--- src/hdl/fra_pkg.sv ---
// Shared types and constants for the slot-handle allocator.
// No dependencies; every module of the allocator imports this package.
`default_nettype none

package fra_pkg;

    localparam int NUM_SLOTS = 256;
    localparam int MAP_DEPTH = 256;
    localparam int HANDLE_W  = 8;
    localparam int COUNT_W   = 9;
    // Handles are eight bits wide, so the usable pool is capped at the map depth.
    localparam int CAPACITY  = (NUM_SLOTS > MAP_DEPTH) ? MAP_DEPTH : NUM_SLOTS;

    typedef logic [HANDLE_W-1:0] handle_t;
    typedef logic [COUNT_W-1:0]  count_t;

    typedef enum logic [1:0] {
        FUNC_ALLOC = 2'd0,
        FUNC_TRY   = 2'd1,
        FUNC_FREE  = 2'd2
    } func_t;

    typedef enum logic [1:0] {
        STATUS_OK        = 2'd0,
        STATUS_NONE      = 2'd1,
        STATUS_NOT_ALLOC = 2'd2,
        STATUS_EXHAUSTED = 2'd3
    } status_t;

    typedef enum logic {
        S_IDLE,
        S_EXEC
    } state_t;

    typedef struct packed {
        logic    rd_en;
        handle_t rd_addr;
        logic    wr_en;
        handle_t wr_addr;
        logic    wr_data;
    } map_req_t;

    typedef struct packed {
        logic    rd_en;
        handle_t rd_addr;
        logic    wr_en;
        handle_t wr_addr;
        handle_t wr_data;
    } queue_req_t;

endpackage

`default_nettype wire

--- src/hdl/fifo_reuse_slot_allocator_unit.sv ---
// Slot-handle allocator with a FIFO free list; top level, uses fra_pkg and both stores.
// Flow: the bitmap and queue memories are read at the accept edge, and the execute
// state writes back and registers the result item. No new request is taken until
// that commit; a result item left waiting holds the next request in its execute
// state until the result is taken.
`default_nettype none

module fifo_reuse_slot_allocator_unit (
    input  wire logic       clk,
    input  wire logic       rst_n,
    input  wire logic       req_valid,
    output logic            req_ready,
    input  wire logic [1:0] func,
    input  wire logic [7:0] handle,
    output logic            rsp_valid,
    input  wire logic       rsp_ready,
    output logic [7:0]      out_handle,
    output logic            granted,
    output logic [1:0]      status
);
    import fra_pkg::*;

    // Control state.
    state_t  state_reg, state_next;
    handle_t queue_head_reg, queue_head_next;
    count_t  queue_count_reg, queue_count_next;
    count_t  fresh_next_reg, fresh_next_next;

    // The request is held here while its memory reads are in flight.
    logic [1:0] func_reg;
    handle_t    handle_reg;

    // Result register, which separates the response side from the request side.
    logic    rsp_valid_reg, rsp_valid_next;
    handle_t out_handle_reg, out_handle_next;
    logic    granted_reg, granted_next;
    status_t status_reg, status_next;

    logic       req_fire;
    logic       exec_fire;
    logic       map_bit;
    handle_t    queue_data;
    map_req_t   map_req;
    queue_req_t queue_req;

    fra_map_store u_map_store (
        .clk     (clk),
        .rst_n   (rst_n),
        .map_req (map_req),
        .rd_data (map_bit)
    );

    fra_queue_store u_queue_store (
        .clk       (clk),
        .queue_req (queue_req),
        .rd_data   (queue_data)
    );

    // Next-state logic. A request is taken in idle even when the previous
    // result is still waiting; the execute cycle then waits for the result
    // register to drain before it commits.
    always_comb
    begin
        state_next = state_reg;
        unique case (state_reg)
            S_IDLE:
            begin
                if (req_valid)
                begin
                    state_next = S_EXEC;
                end
            end
            S_EXEC:
            begin
                if (!rsp_valid_reg || rsp_ready)
                begin
                    state_next = S_IDLE;
                end
            end
            default:
            begin
                state_next = S_IDLE;
            end
        endcase
    end

    // FSM outputs.
    always_comb
    begin
        req_ready = 1'b0;
        exec_fire = 1'b0;
        unique case (state_reg)
            S_IDLE:
            begin
                req_ready = 1'b1;
            end
            S_EXEC:
            begin
                exec_fire = !rsp_valid_reg || rsp_ready;
            end
            default:
            begin
                req_ready = 1'b0;
            end
        endcase
    end

    assign req_fire = req_valid && req_ready;

    // Both memories are read at the accept edge: the bitmap at the handle to
    // be freed and the queue at its head. Since a request commits its writes
    // before the next one is accepted, reads never race a pending write.
    always_comb
    begin
        map_req           = '0;
        queue_req         = '0;
        map_req.rd_en     = req_fire;
        map_req.rd_addr   = handle;
        queue_req.rd_en   = req_fire;
        queue_req.rd_addr = queue_head_reg;

        queue_head_next  = queue_head_reg;
        queue_count_next = queue_count_reg;
        fresh_next_next  = fresh_next_reg;
        out_handle_next  = '0;
        granted_next     = 1'b0;
        status_next      = STATUS_OK;

        unique case (func_reg)
            FUNC_ALLOC, FUNC_TRY:
            begin
                if (queue_count_reg != '0)
                begin
                    // Oldest freed handle is reused first.
                    out_handle_next  = queue_data;
                    granted_next     = 1'b1;
                    queue_head_next  = queue_head_reg + 1'b1;
                    queue_count_next = queue_count_reg - 1'b1;
                    map_req.wr_en    = exec_fire;
                    map_req.wr_addr  = queue_data;
                    map_req.wr_data  = 1'b1;
                end
                else if (func_reg == FUNC_TRY)
                begin
                    // A try never draws from the fresh counter.
                    status_next = STATUS_NONE;
                end
                else if (fresh_next_reg >= COUNT_W'(CAPACITY))
                begin
                    status_next = STATUS_EXHAUSTED;
                end
                else
                begin
                    out_handle_next = fresh_next_reg[HANDLE_W-1:0];
                    granted_next    = 1'b1;
                    fresh_next_next = fresh_next_reg + 1'b1;
                    map_req.wr_en   = exec_fire;
                    map_req.wr_addr = fresh_next_reg[HANDLE_W-1:0];
                    map_req.wr_data = 1'b1;
                end
            end
            FUNC_FREE:
            begin
                if (!map_bit)
                begin
                    status_next = STATUS_NOT_ALLOC;
                end
                else
                begin
                    // Clear the bit and append the handle at the queue tail.
                    map_req.wr_en     = exec_fire;
                    map_req.wr_addr   = handle_reg;
                    map_req.wr_data   = 1'b0;
                    queue_req.wr_en   = exec_fire;
                    queue_req.wr_addr = queue_head_reg + queue_count_reg[HANDLE_W-1:0];
                    queue_req.wr_data = handle_reg;
                    queue_count_next  = queue_count_reg + 1'b1;
                end
            end
            default:
            begin
                // The unused request code does nothing and reports ok.
                status_next = STATUS_OK;
            end
        endcase

        if (exec_fire)
        begin
            rsp_valid_next = 1'b1;
        end
        else if (rsp_ready)
        begin
            rsp_valid_next = 1'b0;
        end
        else
        begin
            rsp_valid_next = rsp_valid_reg;
        end
    end

    always_ff @(posedge clk or negedge rst_n)
    begin
        if (!rst_n)
        begin
            state_reg       <= S_IDLE;
            queue_head_reg  <= '0;
            queue_count_reg <= '0;
            fresh_next_reg  <= '0;
            rsp_valid_reg   <= 1'b0;
        end
        else
        begin
            state_reg     <= state_next;
            rsp_valid_reg <= rsp_valid_next;
            if (exec_fire)
            begin
                queue_head_reg  <= queue_head_next;
                queue_count_reg <= queue_count_next;
                fresh_next_reg  <= fresh_next_next;
            end
        end
    end

    // Payload registers need no reset.
    always_ff @(posedge clk)
    begin
        if (req_fire)
        begin
            func_reg   <= func;
            handle_reg <= handle;
        end
        if (exec_fire)
        begin
            out_handle_reg <= out_handle_next;
            granted_reg    <= granted_next;
            status_reg     <= status_next;
        end
    end

    assign rsp_valid  = rsp_valid_reg;
    assign out_handle = out_handle_reg;
    assign granted    = granted_reg;
    assign status     = status_reg;

endmodule

`default_nettype wire

--- src/hdl/fra_map_store.sv ---
// Allocated-handle bitmap: one-bit synchronous memory with per-entry valid bits.
// Depends on fra_pkg. An entry never written since reset reads as zero.
`default_nettype none

module fra_map_store (
    input  wire logic            clk,
    input  wire logic            rst_n,
    input  wire fra_pkg::map_req_t map_req,
    output logic                 rd_data
);
    import fra_pkg::*;

    logic                 map_mem [MAP_DEPTH];
    logic [MAP_DEPTH-1:0] valid_reg;
    logic                 mem_q_reg;
    logic                 valid_q_reg;

    always_ff @(posedge clk)
    begin
        if (map_req.wr_en)
        begin
            map_mem[map_req.wr_addr] <= map_req.wr_data;
        end
        if (map_req.rd_en)
        begin
            mem_q_reg <= map_mem[map_req.rd_addr];
        end
    end

    always_ff @(posedge clk or negedge rst_n)
    begin
        if (!rst_n)
        begin
            valid_reg   <= '0;
            valid_q_reg <= 1'b0;
        end
        else
        begin
            if (map_req.wr_en)
            begin
                valid_reg[map_req.wr_addr] <= 1'b1;
            end
            if (map_req.rd_en)
            begin
                valid_q_reg <= valid_reg[map_req.rd_addr];
            end
        end
    end

    assign rd_data = mem_q_reg & valid_q_reg;

endmodule

`default_nettype wire

--- src/hdl/fra_queue_store.sv ---
// Free-handle FIFO storage: eight-bit synchronous memory, one write and one read port.
// Depends on fra_pkg. Contents are undefined until written.
`default_nettype none

module fra_queue_store (
    input  wire logic                clk,
    input  wire fra_pkg::queue_req_t queue_req,
    output fra_pkg::handle_t         rd_data
);
    import fra_pkg::*;

    handle_t queue_mem [MAP_DEPTH];
    handle_t rd_q_reg;

    always_ff @(posedge clk)
    begin
        if (queue_req.wr_en)
        begin
            queue_mem[queue_req.wr_addr] <= queue_req.wr_data;
        end
        if (queue_req.rd_en)
        begin
            rd_q_reg <= queue_mem[queue_req.rd_addr];
        end
    end

    assign rd_data = rd_q_reg;

endmodule

`default_nettype wire

--- config.mk ---
export PLATFORM = sky130hd
export DESIGN_NAME = fifo_reuse_slot_allocator_unit
export DESIGN_NICKNAME = d
export VERILOG_FILES = /design/src/hdl/fra_pkg.sv /design/src/hdl/fifo_reuse_slot_allocator_unit.sv /design/src/hdl/fra_map_store.sv /design/src/hdl/fra_queue_store.sv
export SDC_FILE = /design/constraint.sdc
export NUM_CORES = 2
export LEC_CHECK = 0
export BUFFER_PORTS_ARGS = -buffer_cell sky130_fd_sc_hd__buf_2
export CAP_MARGIN = 20
export CORE_MARGIN = 2
export CORE_UTILIZATION = 57
export DETAILED_ROUTE_END_ITERATION = 10
export PLACE_DENSITY_LB_ADDON = 0.12
export REMOVE_ABC_BUFFERS = 1
export SLEW_MARGIN = 10
export SYNTH_ARGS = -nofsm -noshare
export SYNTH_HDL_FRONTEND = slang
export SYNTH_SLANG_ARGS = --single-unit
--- constraint.sdc ---
create_clock -name clk -period 7.1 [get_ports clk]
set_input_delay 1.775 -clock clk [delete_from_list [all_inputs] [get_ports clk]]
set_output_delay 1.775 -clock clk [all_outputs]
set_load 0.02 [all_outputs]
==> flow_metrics.tcl <==
set metrics [dict create \
    cts_tree "yes" \
    cts_resized 0 \
    synth_top_family_by_area "multiplexers" \
    crit_required_ps 7610 \
    max_freq_mhz 173 \
    grtUsageTotal_pct 29.0 \
    cts_setup_buffers 0 \
    crit_type "flop to flop" \
    pre_cts_ws_ps 1010 \
    area_delta_synth_final_pct 12.6 \
    htreeDepth 5 \
    slew_headroom_pct 17.9 \
    async_flop_share_pct 10.9 \
    final_common_cell "edfxtp_1" \
    postLayoutCoreUtil_pct 64.4 \
    yosysSeqAreaShare_pct 74.0 \
    period_needed_ps 5790 \
    vdd_drop_max_mv 0.352 \
    synth_edf_count 2334 \
    crit_buf_inv 1 \
    viasPerCell 6.68 \
    synth_compound_area_share_pct 4.08 \
    power.density_nw_per_um2 356 \
    arrival_ps 6300 \
    synth_flop_cell "edfxtp_1" \
    vias 55100 \
    dieArea_sq_um 187000 \
    grt_first_pass_wirelength_microns 388000 \
    clockBufferDepth 4 \
    io_buffers 26 \
    crit_family "simple AND/OR/NAND/NOR gates" \
    fp.dieH_microns 432 \
    outcome "finished, final reports clean" \
    clk_pin_slew_ps 60 \
    dr.pass1.iters 6 \
    grt_pass1_vias 54400 \
    syn_avg_cell_area_sq_um 19.4 \
    drt_iter0_drc 7417 \
    worst_pin_slew_ps 1230 \
    layout_common_cells "2,334 x edfxtp_1, 660 x mux4_2, 322 x buf_4, 321 x nor2_1, 289 x clkbuf_16" \
    p_leak_uw 0.0402 \
    crit_path_end_kind "flop" \
    routabilityCongestion 0.861 \
    rsz0062_at_grt "false" \
    cp_max_fo 27 \
    fin_nets 5707 \
    finalWirelength_microns 268000 \
    coreArea_sq_um 182000 \
    ys_warn_count 0 \
    final_antenna_net_count 0 \
    final-setup-viol-count 0 \
    crit_chain "inv_1 -> fa_1 -> nor2b_1 -> o21a_1 -> o21a_1 -> nor3_1 -> nor3_2 -> nand3_1 -> nor3_1" \
    synth.area.mux_share_pct 15.6 \
    antenna_found_initial 7 \
    largest_reg_flops 2048 \
    slowest_stage "nor3_1" \
    synth-simple-area-share_pct 4.12 \
    start_util_pct 57.2 \
    cts-buffers-inserted 279 \
    drive_gt1_share_pct 25.6 \
    fillerInstances 12200 \
    synthXorXnorAreaFrac_pct 0.201 \
    hold_buffers 0 \
    cpPeakStageDelay_ps 1220 \
    cts_sinks 2619 \
    crit_path_start_kind "flop" \
    die_width_microns 432 \
    hold_class "flop to flop" \
    ys_seq_elements 2619 \
    fin_ws_ps 1310 \
    wl_per_cell_microns 32.5 \
    fin_crit_sh_pct 81.5 \
    synth-adder-area-share_pct 0.242 \
    ios 27 \
    cts_root_buf "clkbuf_16" \
    grt_max_degree 201 \
    clock_latency_ps 920 \
    dpl.hpwl_microns 158000 \
    finalHoldViolations 0 \
    ys_types 67 \
    finalSetupTns_ps 0 \
    synth_area_sq_um 104000 \
    drc 0 \
    maxCapViolCount 0 \
    syn_inst 5385 \
    rows 157 \
    clock_skew_ps 55.5 \
    r2r_setup_slack_ps 1310 \
    drv_slew 0 \
    grt_overflow 0 \
]
[routing by layer]
metal	up-vias	global-route usage (%)	share of wire, %
met5	-	0	0.011
met4	4	9.09	3.2
met3	514	6.20	9.6
met2	2902	44.2	47
met1	29200	42.5	40
li1	22500	-	-
[layout make-up]
class / count / area, sq um / share of cell area [%]
Inverter: 20 / 75.1 / 0.0639
Sequential cell: 2619 / 77200 / 65.7
Multi-Input combinational cell: 2358 / 25400 / 21.6
Clock inverter: 107 / 1100 / 0.933
Tap cell: 2385 / 2980 / 2.54
Antenna cell: 2 / 5.00 / 0.00426
Timing Repair Buffer: 396 / 3130 / 2.66
Clock buffer: 363 / 7630 / 6.49
[metrics by stage]
stage	instances	hold WS, ps	total power (uW)	cell area [sq um]
2_1_floorplan	4997	437	24500	103000
3_3_place_gp	7739	452	27900	108000
3_5_place_dp	7745	456	28000	108000
4_1_cts	8215	471	42000	117000
5_1_grt	8248	477	43100	118000
6_report	8250	466	41900	118000
[where the power goes]
group	internal (uW)	total (uW)	switching (uW)
Combinational	4080	10100	6040
Clock	8370	14100	5710
Sequential	17300	17700	405
[cells in the mapped netlist, drive strengths merged (5+ instances only)]
library cell / instances / share of area [%]
nand2: 136 / 0.49
or2: 12 / 0.072
ha: 17 / 0.20
nand3: 65 / 0.31
a21oi: 37 / 0.18
dfrtp: 285 / 6.8
a22oi: 80 / 0.58
nor4: 6 / 0.036
mux2: 17 / 0.18
or4: 5 / 0.036
nor3: 277 / 1.3
and2: 15 / 0.090
a31oi: 10 / 0.060
clkbuf: 211 / 0.76
o21bai: 257 / 1.8
mux4: 660 / 14
nand2b: 14 / 0.084
o211ai: 6 / 0.043
xnor2: 17 / 0.14
nand4: 19 / 0.11
buf: 177 / 1.0
or3: 8 / 0.048
and3: 8 / 0.048
inv: 20 / 0.072
nand3b: 11 / 0.079
a2bb2oi: 7 / 0.059
nor2b: 19 / 0.11
a22o: 16 / 0.13
o21ai: 42 / 0.20
a211oi: 26 / 0.19
a221oi: 22 / 0.18
o221ai: 9 / 0.075
o31ai: 5 / 0.036
xor2: 7 / 0.059
mux2i: 120 / 1.2
nor2: 324 / 1.2
edfxtp: 2334 / 67
o22ai: 40 / 0.24
o2111ai: 5 / 0.042
[worst register-to-register path, cell delays in order (launching register included)]
cell,delay (ps)
dfrtp_4,760
inv_1,390
fa_1,550
nor2b_1,130
o21a_1,140
o21a_1,170
nor3_1,90
nor3_2,850
nand3_1,1100
nor3_1,1230
[final timing paths]
path / startpoint / to / depth (start not counted)
max in group asynchronous: rst_n / queue_head_reg[1]$_DFFE_PN0P_ / 2
min reg2reg: u_map_store.valid_reg[190]$_DFFE_PN0N_ / u_map_store.valid_reg[190]$_DFFE_PN0N_ / 1
max: queue_head_reg[1]$_DFFE_PN0P_ / u_queue_store.queue_mem[186][5]$_DFFE_PP_ / 9
min: u_map_store.valid_reg[190]$_DFFE_PN0N_ / u_map_store.valid_reg[190]$_DFFE_PN0N_ / 1
min in group asynchronous: rst_n / u_map_store.valid_reg[224]$_DFFE_PN0N_ / 1
max reg2reg: queue_head_reg[1]$_DFFE_PN0P_ / u_queue_store.queue_mem[186][5]$_DFFE_PP_ / 9
[kinds of logic (layout without fill, tap and decap cells)]
logic type	Yosys count	after routing
and+or+nand+nor	930	930
xor gates and xnor gates	24	24
other	0	2
adders and majority gates	19	19
muxes	797	797
DFF	2619	2619
AOI/OAI and AO/OA	588	588
buffers and inverters	408	886
(Power assumes the default switching activity.)
